## src/rtl/sps_pkg.sv

```systemverilog
`timescale 1ns / 1ps
// ----------------------------------------------------------------------------
// sps_pkg
// Shared types and constants for the sync pulse timebase and jitter statistics
// block: beat payloads, opcodes, controller states, command and status groups.
// ----------------------------------------------------------------------------
package sps_pkg;

  typedef enum logic [1:0] {
    OP_EDGE     = 2'd0,
    OP_ANCHOR   = 2'd1,
    OP_CLEAR    = 2'd2,
    OP_SNAPSHOT = 2'd3
  } opcode_t;

  typedef struct packed {
    opcode_t     opcode;
    logic [31:0] now_us;
    logic [31:0] edge_start_us;
  } item_t;

  typedef struct packed {
    logic [31:0] synced_time_us;
    logic [31:0] pulse_total;
    logic [23:0] mean_latency_q8;
    logic [23:0] jitter_q8;
    logic        stats_valid;
  } result_t;

  localparam int TIME_W     = 32;
  localparam int COUNT_W    = 32;
  localparam int SUM_W      = 48;
  localparam int SQSUM_W    = 64;
  localparam int PROD_W     = 96;
  localparam int STAT_W     = 24;
  localparam int MUL_Q_W    = 48;
  localparam int MUL_STEP_W = 6;

  localparam logic [MUL_STEP_W-1:0] MUL_A_STEPS = 6'd32;
  localparam logic [MUL_STEP_W-1:0] MUL_B_STEPS = 6'd48;

  typedef enum logic [4:0] {
    S_IDLE,
    S_DECODE,
    S_EDGE_SQ,
    S_EDGE_ACC,
    S_MEAN_GO,
    S_MEAN_WAIT,
    S_MUL_A_GO,
    S_MUL_A_WAIT,
    S_MUL_B_GO,
    S_MUL_B_WAIT,
    S_DIFF,
    S_SQRT_GO,
    S_SQRT_WAIT,
    S_JIT_GO,
    S_JIT_WAIT,
    S_DONE
  } state_t;

  typedef struct packed {
    logic take;
    logic edge_lat;
    logic edge_sq;
    logic edge_acc;
    logic anchor;
    logic clear;
    logic snap;
    logic mean_go;
    logic mul_a_go;
    logic mul_b_go;
    logic diff;
    logic sqrt_go;
    logic jit_go;
    logic mean_save;
    logic jit_save;
    logic load_out;
  } cmd_t;

  typedef struct packed {
    opcode_t op;
    logic    cnt_zero;
    logic    mul_done;
    logic    a_gt_b;
    logic    sqrt_done;
    logic    div_done;
  } status_t;

endpackage

```

## src/rtl/sync_pulse_timebase_and_jitter_stats.sv

```systemverilog
`timescale 1ns / 1ps
// ----------------------------------------------------------------------------
// sync_pulse_timebase_and_jitter_stats
// Sync edges advance a synced microsecond timebase and feed latency count,
// mean and standard deviation; anchor, clear and snapshot opcodes control it.
//
// One beat is taken at a time and each beat gives exactly one result beat.
// An edge's result passes through latency clip, square, accumulate and
// output load after acceptance; anchor, clear and a snapshot without pulses
// go straight to the output load. The next beat can be taken in the cycle
// after the result is loaded. A snapshot with pulses runs the shared
// restoring divider for the mean, the shift-add multiplier twice for the
// variance numerator, then the digit-by-digit root and the divider again
// for the jitter; when the variance numerator is not positive, the root
// and the second division are skipped. A pending result beat is held in
// an output register, so the next beat is taken while it waits; a new
// result is loaded only once the previous one has been taken.
// ----------------------------------------------------------------------------
module sync_pulse_timebase_and_jitter_stats
  import sps_pkg::*;
#(
  parameter int LATENCY_BITS  = 16,
  parameter int FRACTION_BITS = 8
) (
  input  logic    clk,
  input  logic    rst,
  input  logic    item_valid,
  output logic    item_stall,
  input  item_t   item,
  output logic    result_valid,
  input  logic    result_stall,
  output result_t result
);

  cmd_t    cmd;
  status_t st;

  sps_ctrl u_ctrl (
    .clk          (clk),
    .rst          (rst),
    .item_valid   (item_valid),
    .item_stall   (item_stall),
    .result_valid (result_valid),
    .result_stall (result_stall),
    .st           (st),
    .cmd          (cmd)
  );

  sps_dp #(
    .LATENCY_BITS  (LATENCY_BITS),
    .FRACTION_BITS (FRACTION_BITS)
  ) u_dp (
    .clk    (clk),
    .rst    (rst),
    .item   (item),
    .cmd    (cmd),
    .st     (st),
    .result (result)
  );

endmodule

```

## src/rtl/sps_div.sv

```systemverilog
`timescale 1ns / 1ps
// ----------------------------------------------------------------------------
// sps_div
// Restoring divider, one quotient bit per cycle, divisor of count width.
// ----------------------------------------------------------------------------
module sps_div
  import sps_pkg::*;
#(
  parameter int DIVIDEND_W = 56
) (
  input  logic                  clk,
  input  logic                  rst,
  input  logic                  start,
  input  logic [DIVIDEND_W-1:0] dividend,
  input  logic [COUNT_W-1:0]    divisor,
  output logic                  done,
  output logic [DIVIDEND_W-1:0] quotient
);

  localparam int STEP_W = $clog2(DIVIDEND_W + 1);

  logic [STEP_W-1:0]     steps;
  logic [COUNT_W-1:0]    rem;
  logic [COUNT_W-1:0]    dsr;
  logic [DIVIDEND_W-1:0] dvd;
  logic [COUNT_W:0]      trial;
  logic [COUNT_W:0]      trial_sub;
  logic                  fits;

  assign trial     = {rem, dvd[DIVIDEND_W-1]};
  assign trial_sub = trial - {1'b0, dsr};
  assign fits      = (trial >= {1'b0, dsr});

  always_ff @(posedge clk) begin
    if (rst) begin
      steps <= '0;
    end else if (start) begin
      steps <= STEP_W'(DIVIDEND_W);
    end else if (steps != '0) begin
      steps <= steps - 1'b1;
    end
  end

  // quotient bits shift in where dividend bits leave
  always_ff @(posedge clk) begin
    if (start) begin
      rem <= '0;
      dsr <= divisor;
      dvd <= dividend;
    end else if (steps != '0) begin
      rem <= fits ? trial_sub[COUNT_W-1:0] : trial[COUNT_W-1:0];
      dvd <= {dvd[DIVIDEND_W-2:0], fits};
    end
  end

  assign done     = (steps == '0);
  assign quotient = dvd;

endmodule

```

## src/rtl/sps_sqrt.sv

```systemverilog
`timescale 1ns / 1ps
// ----------------------------------------------------------------------------
// sps_sqrt
// Integer square root, digit by digit, one root bit per cycle (floor result).
// ----------------------------------------------------------------------------
module sps_sqrt
  import sps_pkg::*;
#(
  parameter int ROOT_W = 56
) (
  input  logic                  clk,
  input  logic                  rst,
  input  logic                  start,
  input  logic [2*ROOT_W-1:0]   radicand,
  output logic                  done,
  output logic [ROOT_W-1:0]     root
);

  localparam int RAD_W  = 2 * ROOT_W;
  localparam int REM_W  = ROOT_W + 2;
  localparam int WORK_W = ROOT_W + 4;
  localparam int STEP_W = $clog2(ROOT_W + 1);

  logic [STEP_W-1:0] steps;
  logic [RAD_W-1:0]  rad_q;
  logic [REM_W-1:0]  rem;
  logic [WORK_W-1:0] t;
  logic [WORK_W-1:0] trial;
  logic [WORK_W-1:0] t_sub;
  logic              fits;

  assign t     = {rem, rad_q[RAD_W-1 -: 2]};
  assign trial = {2'b00, root, 2'b01};
  assign t_sub = t - trial;
  assign fits  = (t >= trial);

  always_ff @(posedge clk) begin
    if (rst) begin
      steps <= '0;
    end else if (start) begin
      steps <= STEP_W'(ROOT_W);
    end else if (steps != '0) begin
      steps <= steps - 1'b1;
    end
  end

  always_ff @(posedge clk) begin
    if (start) begin
      rad_q <= radicand;
      rem   <= '0;
      root  <= '0;
    end else if (steps != '0) begin
      rad_q <= rad_q << 2;
      rem   <= fits ? t_sub[REM_W-1:0] : t[REM_W-1:0];
      root  <= {root[ROOT_W-2:0], fits};
    end
  end

  assign done = (steps == '0);

endmodule

```

## src/rtl/sps_dp.sv

```systemverilog
`timescale 1ns / 1ps
// ----------------------------------------------------------------------------
// sps_dp
// Datapath: timebase and statistic registers, latency square, shift-add
// multiplier for the variance numerator, shared divider and root unit.
// ----------------------------------------------------------------------------
module sps_dp
  import sps_pkg::*;
#(
  parameter int LATENCY_BITS  = 16,
  parameter int FRACTION_BITS = 8
) (
  input  logic    clk,
  input  logic    rst,
  input  item_t   item,
  input  cmd_t    cmd,
  output status_t st,
  output result_t result
);

  localparam int DIV_W     = SUM_W + FRACTION_BITS;
  localparam int ROOT_W    = DIV_W;
  localparam int RAD_W     = 2 * ROOT_W;
  localparam int SQ_W      = 2 * LATENCY_BITS;
  localparam int SUM_EXT_W = SUM_W + 1;
  localparam int SQ_EXT_W  = SQSUM_W + 1;
  localparam logic [LATENCY_BITS-1:0] LAT_MAX = '1;

  item_t                   item_q;
  logic [LATENCY_BITS-1:0] lat_q;
  logic [SQ_W-1:0]         sq_q;

  logic [TIME_W-1:0]  synced_base;
  logic [TIME_W-1:0]  last_edge_time;
  logic [COUNT_W-1:0] pulse_counter;
  logic [SUM_W-1:0]   latency_sum;
  logic [SQSUM_W-1:0] latency_square_sum;

  logic [COUNT_W-1:0] cnt_c;
  logic [SUM_W-1:0]   sum_c;
  logic [SQSUM_W-1:0] sqsum_c;

  logic [PROD_W-1:0]     mul_acc;
  logic [PROD_W-1:0]     mul_m;
  logic [MUL_Q_W-1:0]    mul_q;
  logic [MUL_STEP_W-1:0] mul_steps;
  logic [PROD_W-1:0]     a_q;
  logic [PROD_W-1:0]     n_q;

  logic [STAT_W-1:0] mean_q;
  logic [STAT_W-1:0] jit_q;

  logic [TIME_W-1:0]       lat_raw;
  logic [LATENCY_BITS-1:0] lat_clip;
  logic [TIME_W-1:0]       elapsed;
  logic [SUM_EXT_W-1:0]    sum_add;
  logic [SQ_EXT_W-1:0]     sqsum_add;

  logic              div_start;
  logic [DIV_W-1:0]  div_dividend;
  logic [DIV_W-1:0]  div_quot;
  logic              div_done;
  logic [RAD_W-1:0]  sqrt_rad;
  logic [ROOT_W-1:0] sqrt_root;
  logic              sqrt_done;

  function automatic logic [STAT_W-1:0] sat_stat(input logic [DIV_W-1:0] q);
    if (|q[DIV_W-1:STAT_W]) begin
      return '1;
    end
    return q[STAT_W-1:0];
  endfunction

  assign lat_raw   = item_q.now_us - item_q.edge_start_us;
  assign lat_clip  = (lat_raw > TIME_W'(LAT_MAX)) ? LAT_MAX : lat_raw[LATENCY_BITS-1:0];
  assign elapsed   = item_q.now_us - last_edge_time;
  assign sum_add   = {1'b0, latency_sum} + SUM_EXT_W'(lat_q);
  assign sqsum_add = {1'b0, latency_square_sum} + SQ_EXT_W'(sq_q);

  // timebase and running statistics
  always_ff @(posedge clk) begin
    if (rst) begin
      synced_base        <= '0;
      last_edge_time     <= '0;
      pulse_counter      <= '0;
      latency_sum        <= '0;
      latency_square_sum <= '0;
    end else begin
      if (cmd.edge_acc) begin
        synced_base    <= synced_base + elapsed;
        last_edge_time <= item_q.now_us;
        // a full pulse count freezes the statistics
        if (pulse_counter != '1) begin
          pulse_counter      <= pulse_counter + 1'b1;
          latency_sum        <= sum_add[SUM_W] ? '1 : sum_add[SUM_W-1:0];
          latency_square_sum <= sqsum_add[SQSUM_W] ? '1 : sqsum_add[SQSUM_W-1:0];
        end
      end
      if (cmd.anchor) begin
        last_edge_time <= item_q.now_us;
        synced_base    <= '0;
      end
      if (cmd.clear || cmd.snap) begin
        pulse_counter      <= '0;
        latency_sum        <= '0;
        latency_square_sum <= '0;
      end
    end
  end

  always_ff @(posedge clk) begin
    if (cmd.take) begin
      item_q <= item;
      cnt_c  <= '0;
      mean_q <= '0;
      jit_q  <= '0;
    end
    if (cmd.edge_lat) begin
      lat_q <= lat_clip;
    end
    if (cmd.edge_sq) begin
      sq_q <= SQ_W'(lat_q) * SQ_W'(lat_q);
    end
    if (cmd.snap) begin
      cnt_c   <= pulse_counter;
      sum_c   <= latency_sum;
      sqsum_c <= latency_square_sum;
    end
    if (cmd.mean_save) begin
      mean_q <= sat_stat(div_quot);
    end
    if (cmd.jit_save) begin
      jit_q <= sat_stat(div_quot);
    end
    if (cmd.diff) begin
      n_q <= a_q - mul_acc;
    end
  end

  // shift-add multiplier: count * square sum, then sum * sum
  always_ff @(posedge clk) begin
    if (rst) begin
      mul_steps <= '0;
    end else if (cmd.mul_a_go) begin
      mul_steps <= MUL_A_STEPS;
    end else if (cmd.mul_b_go) begin
      mul_steps <= MUL_B_STEPS;
    end else if (mul_steps != '0) begin
      mul_steps <= mul_steps - 1'b1;
    end
  end

  always_ff @(posedge clk) begin
    if (cmd.mul_a_go) begin
      mul_acc <= '0;
      mul_m   <= PROD_W'(sqsum_c);
      mul_q   <= MUL_Q_W'(cnt_c);
    end else if (cmd.mul_b_go) begin
      a_q     <= mul_acc;
      mul_acc <= '0;
      mul_m   <= PROD_W'(sum_c);
      mul_q   <= MUL_Q_W'(sum_c);
    end else if (mul_steps != '0) begin
      mul_acc <= mul_acc + (mul_q[0] ? mul_m : '0);
      mul_m   <= mul_m << 1;
      mul_q   <= mul_q >> 1;
    end
  end

  assign div_start    = cmd.mean_go || cmd.jit_go;
  assign div_dividend = cmd.mean_go ? (DIV_W'(sum_c) << FRACTION_BITS) : sqrt_root;
  assign sqrt_rad     = RAD_W'(n_q) << (2 * FRACTION_BITS);

  sps_div #(
    .DIVIDEND_W (DIV_W)
  ) u_div (
    .clk      (clk),
    .rst      (rst),
    .start    (div_start),
    .dividend (div_dividend),
    .divisor  (cnt_c),
    .done     (div_done),
    .quotient (div_quot)
  );

  sps_sqrt #(
    .ROOT_W (ROOT_W)
  ) u_sqrt (
    .clk      (clk),
    .rst      (rst),
    .start    (cmd.sqrt_go),
    .radicand (sqrt_rad),
    .done     (sqrt_done),
    .root     (sqrt_root)
  );

  always_ff @(posedge clk) begin
    if (cmd.load_out) begin
      result.synced_time_us  <= synced_base + elapsed;
      result.pulse_total     <= cnt_c;
      result.mean_latency_q8 <= mean_q;
      result.jitter_q8       <= jit_q;
      result.stats_valid     <= (cnt_c != '0);
    end
  end

  assign st.op        = item_q.opcode;
  assign st.cnt_zero  = (pulse_counter == '0);
  assign st.mul_done  = (mul_steps == '0);
  assign st.a_gt_b    = (a_q > mul_acc);
  assign st.sqrt_done = sqrt_done;
  assign st.div_done  = div_done;

endmodule

```

## src/rtl/sps_ctrl.sv

```systemverilog
`timescale 1ns / 1ps
// ----------------------------------------------------------------------------
// sps_ctrl
// Controller: takes one beat at a time, sequences the datapath and holds the
// result beat until the output side takes it.
// ----------------------------------------------------------------------------
module sps_ctrl
  import sps_pkg::*;
(
  input  logic    clk,
  input  logic    rst,
  input  logic    item_valid,
  output logic    item_stall,
  output logic    result_valid,
  input  logic    result_stall,
  input  status_t st,
  output cmd_t    cmd
);

  state_t state;
  state_t state_next;
  logic   result_free;

  assign result_free = !result_valid || !result_stall;
  assign item_stall  = (state != S_IDLE);

  always_ff @(posedge clk) begin
    if (rst) begin
      state <= S_IDLE;
    end else begin
      state <= state_next;
    end
  end

  always_ff @(posedge clk) begin
    if (rst) begin
      result_valid <= 1'b0;
    end else if (cmd.load_out) begin
      result_valid <= 1'b1;
    end else if (!result_stall) begin
      result_valid <= 1'b0;
    end
  end

  always_comb begin
    state_next = state;
    unique case (state)
      S_IDLE: begin
        if (item_valid) state_next = S_DECODE;
      end
      S_DECODE: begin
        unique case (st.op)
          OP_EDGE:     state_next = S_EDGE_SQ;
          OP_ANCHOR:   state_next = S_DONE;
          OP_CLEAR:    state_next = S_DONE;
          OP_SNAPSHOT: state_next = st.cnt_zero ? S_DONE : S_MEAN_GO;
        endcase
      end
      S_EDGE_SQ:    state_next = S_EDGE_ACC;
      S_EDGE_ACC:   state_next = S_DONE;
      S_MEAN_GO:    state_next = S_MEAN_WAIT;
      S_MEAN_WAIT: begin
        if (st.div_done) state_next = S_MUL_A_GO;
      end
      S_MUL_A_GO:   state_next = S_MUL_A_WAIT;
      S_MUL_A_WAIT: begin
        if (st.mul_done) state_next = S_MUL_B_GO;
      end
      S_MUL_B_GO:   state_next = S_MUL_B_WAIT;
      S_MUL_B_WAIT: begin
        if (st.mul_done) state_next = S_DIFF;
      end
      // a zero or negative numerator leaves the jitter at zero
      S_DIFF:       state_next = st.a_gt_b ? S_SQRT_GO : S_DONE;
      S_SQRT_GO:    state_next = S_SQRT_WAIT;
      S_SQRT_WAIT: begin
        if (st.sqrt_done) state_next = S_JIT_GO;
      end
      S_JIT_GO:     state_next = S_JIT_WAIT;
      S_JIT_WAIT: begin
        if (st.div_done) state_next = S_DONE;
      end
      S_DONE: begin
        if (result_free) state_next = S_IDLE;
      end
      default:      state_next = S_IDLE;
    endcase
  end

  always_comb begin
    cmd = '0;
    unique case (state)
      S_IDLE:       cmd.take = item_valid;
      S_DECODE: begin
        cmd.edge_lat = (st.op == OP_EDGE);
        cmd.anchor   = (st.op == OP_ANCHOR);
        cmd.clear    = (st.op == OP_CLEAR);
        cmd.snap     = (st.op == OP_SNAPSHOT);
      end
      S_EDGE_SQ:    cmd.edge_sq = 1'b1;
      S_EDGE_ACC:   cmd.edge_acc = 1'b1;
      S_MEAN_GO:    cmd.mean_go = 1'b1;
      S_MEAN_WAIT:  cmd.mean_save = st.div_done;
      S_MUL_A_GO:   cmd.mul_a_go = 1'b1;
      S_MUL_A_WAIT: cmd = '0;
      S_MUL_B_GO:   cmd.mul_b_go = 1'b1;
      S_MUL_B_WAIT: cmd = '0;
      S_DIFF:       cmd.diff = 1'b1;
      S_SQRT_GO:    cmd.sqrt_go = 1'b1;
      S_SQRT_WAIT:  cmd = '0;
      S_JIT_GO:     cmd.jit_go = 1'b1;
      S_JIT_WAIT:   cmd.jit_save = st.div_done;
      S_DONE:       cmd.load_out = result_free;
      default:      cmd = '0;
    endcase
  end

  a_units_idle: assert property (@(posedge clk) disable iff (rst)
    (state == S_IDLE) |-> (st.mul_done && st.div_done && st.sqrt_done))
    else $error("arithmetic unit busy while controller idle");

  a_result_from_done: assert property (@(posedge clk) disable iff (rst)
    $rose(result_valid) |-> $past(state == S_DONE))
    else $error("result beat raised outside done state");

  a_done_loads: assert property (@(posedge clk) disable iff (rst)
    (state == S_DONE && result_free) |=> (result_valid && state == S_IDLE))
    else $error("done state did not hand over its result beat");

endmodule

```

## config.mk

```make
export PLATFORM = sky130hd
export DESIGN_NAME = sync_pulse_timebase_and_jitter_stats
export DESIGN_NICKNAME = d
export VERILOG_FILES = /design/src/rtl/sps_pkg.sv /design/src/rtl/sync_pulse_timebase_and_jitter_stats.sv /design/src/rtl/sps_div.sv /design/src/rtl/sps_sqrt.sv /design/src/rtl/sps_dp.sv /design/src/rtl/sps_ctrl.sv
export SDC_FILE = /design/constraint.sdc
export NUM_CORES = 2
export LEC_CHECK = 0
export BUFFER_PORTS_ARGS = -buffer_cell sky130_fd_sc_hd__buf_4
export CORE_MARGIN = 2
export CORE_UTILIZATION = 64
export CTS_BUF_LIST = sky130_fd_sc_hd__clkbuf_16
export DETAILED_ROUTE_END_ITERATION = 10
export PLACE_DENSITY = 0.81
export SLEW_MARGIN = 5
export SYNTH_ARGS = -nofsm -noshare
export SYNTH_HDL_FRONTEND = slang
export SYNTH_SLANG_ARGS = --single-unit
```

## constraint.sdc

```tcl
create_clock -name clk -period 10.6 [get_ports clk]
set_clock_uncertainty 0.15 [all_clocks]
set_input_delay 0.53 -clock clk [delete_from_list [all_inputs] [get_ports clk]]
set_output_delay 0.53 -clock clk [all_outputs]
set_load 0.01 [all_outputs]
```

# --- Word-level counts from Yosys, hierarchy flattened ---
# Index checks and enable logic that the tools add are counted.
op_classes:
  addsub: 13
  n_mul: 1
  div_mod_pow: 0
  magnitude_cmp: 4
  n_eq_ne: 27
  n_shift: 0
  muxes: 63
  bitwise_logic: 1
  n_reduce_logical: 36
ops:
  columns: ["cell", "n"]
  rows:
  - ["$mux W64", 4]
  - ["$mux W112", 2]
  - ["$mux W32", 6]
  - ["$mux W56", 3]
  - ["$mux W24", 6]
  - ["$mux W48", 3]
  - ["$add A96 B96 Y96", 1]
  - ["$gt A96 B96 Y1", 1]
  - ["$mux W96", 1]
  - ["$sub A32 B32 Y32", 3]
  - ["$sub A96 B96 Y96", 1]
  - ["$pmux W5 S16", 1]
  - ["$add A64 B32 Y65", 1]
  - ["$ge A60 B58 Y1", 1]
  - ["$mux W58", 1]
  - ["$sub A58 B58 Y58", 1]
  - ["$add A48 B16 Y49", 1]
  - ["$mux W6", 7]
  - ["$eq A5 B4 Y1 const B", 8]
  - ["$mux W5", 7]
  - ["$ge A33 B32 Y1", 1]
  - ["$add A32 B1 Y32 const B", 1]
  - ["$add A32 B32 Y32", 1]
  - ["$gt A32 B16 Y1 const B", 1]
  - ["other kinds (31)", 82]
totals:
  regBits: 1413
  latchBits: 0
  ram_bits: 0
  rom_bits: 0
  output_inout_bits: 115
  elab_cells: 187
  mem_count: 0

# --- Logic depth before layout (Yosys ltp) ---
depth:
  word_depth: 5
  depth_mapped: 28
  depth_no_buf: 27

# --- Hierarchy ---
# From an unflattened synthesis, not the netlist that was laid out.
unflattened:
  hier_cells: 8688
  area_unflattened_um2: 85399.4
modules_own_cells:
  columns: ["mod", "instances", "cells_each", "area_each_um2"]
  rows:
  - ["sps_dp", 1, 6574, 64750.9]
  - ["sps_sqrt", 1, 1385, 12981.2]
  - ["sps_div", 1, 640, 7033.0]
  - ["sps_ctrl", 1, 89, 634.4]

# --- Worst setup path before layout ---
# No wires, ideal clock.
synth_path:
  path_type: "register -> register"
  from: "register u_ctrl.state[0]"
  to: "register u_dp.result[0] (netlist name)"
  arrival_time_ps: 6704
  t_required_ps: 9826
  slack_ps: 3122
  stages_incl_launch_ff: 6
  path_buffers: 2
  path_cell_list: "dfxtp_1 clkbuf_1 clkbuf_1 and2_1 nand3_1 a21oi_1"
synth_lines:
  columns: ["item", "line", "text"]
  rows:
  - ["start, declared", "sps_ctrl.sv:20", "state_t state;"]
  - ["start signal, assigned", "sps_ctrl.sv:31", "state <= state_next;"]

# --- Final worst setup path ---
layout_path:
  from: "register u_dp.lat_q[1]"
  to: "register u_dp.sq_q[31] (data pin)"
layout_via:
  elab_chain_cells: 1
layout_rtl:
  columns: ["item", "line", "text"]
  rows:
  - ["start, declared", "sps_dp.sv:30", "logic [LATENCY_BITS-1:0] lat_q;"]
  - ["start signal, assigned", "sps_dp.sv:119", "lat_q <= lat_clip;"]
  - ["$mul A16 B16 Y32", "sps_dp.sv:122", "sq_q <= SQ_W'(lat_q) * SQ_W'(lat_q);"]
  - ["end signal, assigned", "sps_dp.sv:122", null]
  - ["end, declared", "sps_dp.sv:31", "logic [SQ_W-1:0] sq_q;"]
# Every way passes these cells.
# A chain may end at the register's enable or synchronous reset.

==> flow_summary.ini <==
[cts]
cts_tree = done
htreeDepth = 4
clk_pin_slew_ns = 0.06
cts_buffer_depth = 3
cts.repair.resized = 0
clock_sinks = 1411
clock_latency_ns = 0.80
cts_root_buf = clkbuf_16
cts-buffers-inserted = 151

[route]
ant_nets = 0
first_pass_iters = 6
drt_iter0_drc = 5289
vias = 64800
via_per_inst = 6.03
wl_per_cell_um = 19.8
drcViolationCount = 0
wl_um = 212000

[logic_synthesis]
synthArstFlopShare = 0
synth_area_um2 = 83000
synth_warnings = 0
synth_top_area_cell = edfxtp_1
netlist_top_cells_area = edfxtp_1, dfxtp_1, ha_1
synth_top_area_frac = 0.322
postSynthAreaPerCell_um2 = 9.41
synth_cell_type_count = 110
synth-edff-count = 890
ys_seq_elements = 1411
synth_ff_type = edfxtp_1
syn_inst = 8819
ys_seq_area_frac = 0.448
synth_fp_nets = 9592

[sta]
relSlewSlack = 0.111
clock.fmax_mhz = 129
grt_setup_unrepaired = no
period_share = 0.729
hold_viol = 0
slew_viol_final = 0
setup_viol = 0
worst_pin_slew_ns = 1.30
hold-worst-slack_ns = 0.135
tns_ns = 0
period_needed_ns = 7.72

[die]
dieArea_um2 = 133000
chipHeight_um = 364
chipWidth_um = 364
rows = 132
core_um2 = 129000
start_util = 0.642
io_pins = 185

[grt]
grt_pass1_vias = 62700
grtUsageTotal = 0.316
grt_max_degree = 133
antenna_found_initial = 5
grt_pass1_wl_um = 334000
grt_overflow = 0

[critical_path]
reg2reg_slack_ns = 2.88
critPathCaptureType = flip-flop
reg2reg_to = u_dp.sq_q[31]
critPathKind = reg2reg
crit_fanout = 16
cp.arrival_ns = 8.10
crit_path_start_kind = flip-flop
regToRegStartpoint = u_dp.lat_q[1]
worstPathRequired_ns = 10.97
reg2regPathDepth = 26

[pwr]
peakVddDrop_mv = 0.291
intPower_uw = 17300
p_per_area_nw_per_um2 = 331
p_sw_frac = 0.427
power_frac_seq = 0.317
p_comb_frac = 0.507
p_sw_uw = 12900
p_clk_frac = 0.176
power.leakage_uw = 0.0379

[placed_design]
place_congestion = 0.950
hpwl_um = 154000
port_buffers = 184

[worst_hold_path]
hold_end = u_ctrl.result_valid
hp-start = result_stall
min_delay_path_depth = 3
hold_path_class = in2reg

[final_layout]
final_layout_size_suffix_gt1_frac = 0.0655
multi_input_area_um2 = 41600
fin_util = 0.706
syn2layout_area_growth_pct = 9.93
fill_cells = 9696
final_nets = 9638
seq_area_um2 = 37200

[status]
status = finished clean

[job]
max_cap_viol_count = 0
==> through the flow <==
step | worst slack (ns) | cells | cell area (um2) | power, uW
floorplan | 3.12 | 8819 | 83000 | 20900
global placement | 3.03 | 10400 | 85500 | 24100
detailed placement | 2.93 | 10400 | 85500 | 24600
CTS | 2.90 | 10700 | 91200 | 30000
global route | 2.38 | 10700 | 91200 | 32300
finish | 2.88 | 10700 | 91200 | 30200
==> state kept, by name (all words and copies together) (netlist names), 58 cells and up <==
name / count
u_dp.n_q: 96
u_dp.latency_square_sum: 64
u_dp.item_q: 64
u_dp.sqsum_c: 64
u_dp.result: 113
u_dp.a_q: 96
u_dp.u_sqrt.rad_q: 96
u_dp.u_sqrt.rem: 58
u_dp.mul_m: 96
u_dp.mul_acc: 96
==> worst max-delay path, cell delays in order, from the launching register on <==
cell and delay [ns]:
edfxtp_1 0.67, inv_1 0.36, nor2_1 0.16, fa_1 0.55, inv_1 0.05, fa_1 0.47, inv_1 0.05, fa_1 0.49
inv_1 0.05, fa_1 0.47, inv_1 0.06, fa_1 0.53, inv_1 0.06, fa_1 0.52, inv_1 0.04, ha_1 0.34
a21o_1 0.17, a21oi_1 0.26, a21boi_0 0.42, a211oi_1 0.19, o221ai_1 0.24, a21oi_1 0.17, a41o_1 0.30, nor3_1 0.22
o21bai_1 0.11, a21oi_1 0.23, xnor2_1 0.10
==> power by group through the flow <==
stage               combinational, uW  clock (uW)  sequential [uW]
detailed placement              15000           0             9610
floorplan                       11800           0             9110
CTS                             15100        5360             9510
global route                    17000        5560             9680
global placement                14600           0             9550
finish                          15300        5300             9550
==> metal layers <==
layer  track usage  part of all wire
met5             0           0.00016
met4         0.156             0.050
met3        0.0496             0.064
met2         0.524              0.48
met1         0.404              0.41
==> repair_timing <==
| action | in CTS | in global routing |
|---|---|---|
| hold buffers | 66 | 0 |
| setup buffers | 0 | 0 |
| endpoints found under the hold margin | 66 | 0 |
==> layout make-up <==
| class | count | share of cell area |
|---|---|---|
| tap | 1742 | 0.0239 |
| clock buffer | 157 | 0.0431 |
| multi-input combinational | 6269 | 0.457 |
| sequential | 1411 | 0.407 |
| timing repair buffer | 307 | 0.0271 |
| clock inverter | 125 | 0.0120 |
| inverter | 725 | 0.0299 |
| antenna | 1 | 0.0000274 |
==> cells in the final DEF, fill, tap and decap left out, types with 44 or more instances in the layout <==
cell type / netlist / final
o21bai_1: 88 / 88
xor2_1: 172 / 172
buf_4: 4 / 241
a21o_1: 252 / 252
o21a_1: 52 / 52
mux2i_1: 103 / 103
dlygate4sd3_1: 0 / 66
xnor2_1: 266 / 266
edfxtp_1: 890 / 890
and3_1: 130 / 130
nor3_1: 116 / 113
inv_1: 723 / 751
nor2_1: 504 / 500
nand2b_1: 48 / 46
o22ai_1: 46 / 46
nor4_1: 44 / 44
a211oi_1: 51 / 51
nand4_1: 114 / 114
and2_1: 178 / 175
ha_1: 503 / 503
fa_1: 200 / 200
a31oi_1: 80 / 79
nand3_1: 116 / 115
nor2b_1: 54 / 53
o21ai_0: 470 / 470
nand2_1: 1320 / 1316
clkbuf_16: 0 / 157
dfxtp_1: 521 / 521
a21oi_1: 932 / 929
==> synth_stat cells, drive strengths merged (47+ instances only) <==
cell type,instances
nand2,1321
a21oi,934
edfxtp,890
inv,723
dfxtp,521
nor2,504
ha,503
o21ai,491
clkbuf,371
xnor2,266
a21o,253
fa,200
and2,178
xor2,172
and3,130
nor3,117
nand3,116
nand4,114
mux2i,103
o21bai,88
a31oi,82
a211oi,54
nor2b,54
o21a,52
nand2b,48
nor4,47
==> logic make-up (layout without fill, tap and decap cells) <==
family	Yosys count	in the layout	share of synthesized area
fa+ha+maj	703	703	0.124
other cells	0	1	0
mux	106	106	0.0128
simple gates	2753	2753	0.151
compound gates	2269	2269	0.166
xor+xnor	438	438	0.0462
flops	1411	1411	0.448
buf+inv	1139	1314	0.0521
==> worst max-delay path by stage <==
stage,depth (start not counted),to,slack [ns],start
6_report,26,u_dp.sq_q[31],2.88,u_dp.lat_q[1]
5_1_grt,26,u_dp.sq_q[31],2.38,u_dp.lat_q[1]
4_1_cts,26,u_dp.sq_q[31],2.90,u_dp.lat_q[1]
2_1_floorplan,5,u_dp.result[0],3.12,u_ctrl.state[0]
3_3_place_gp,26,u_dp.sq_q[31],3.03,u_dp.lat_q[1]
3_5_place_dp,26,u_dp.sq_q[31],2.93,u_dp.lat_q[1]
Note: power is estimated with default switching activity, not from simulation.
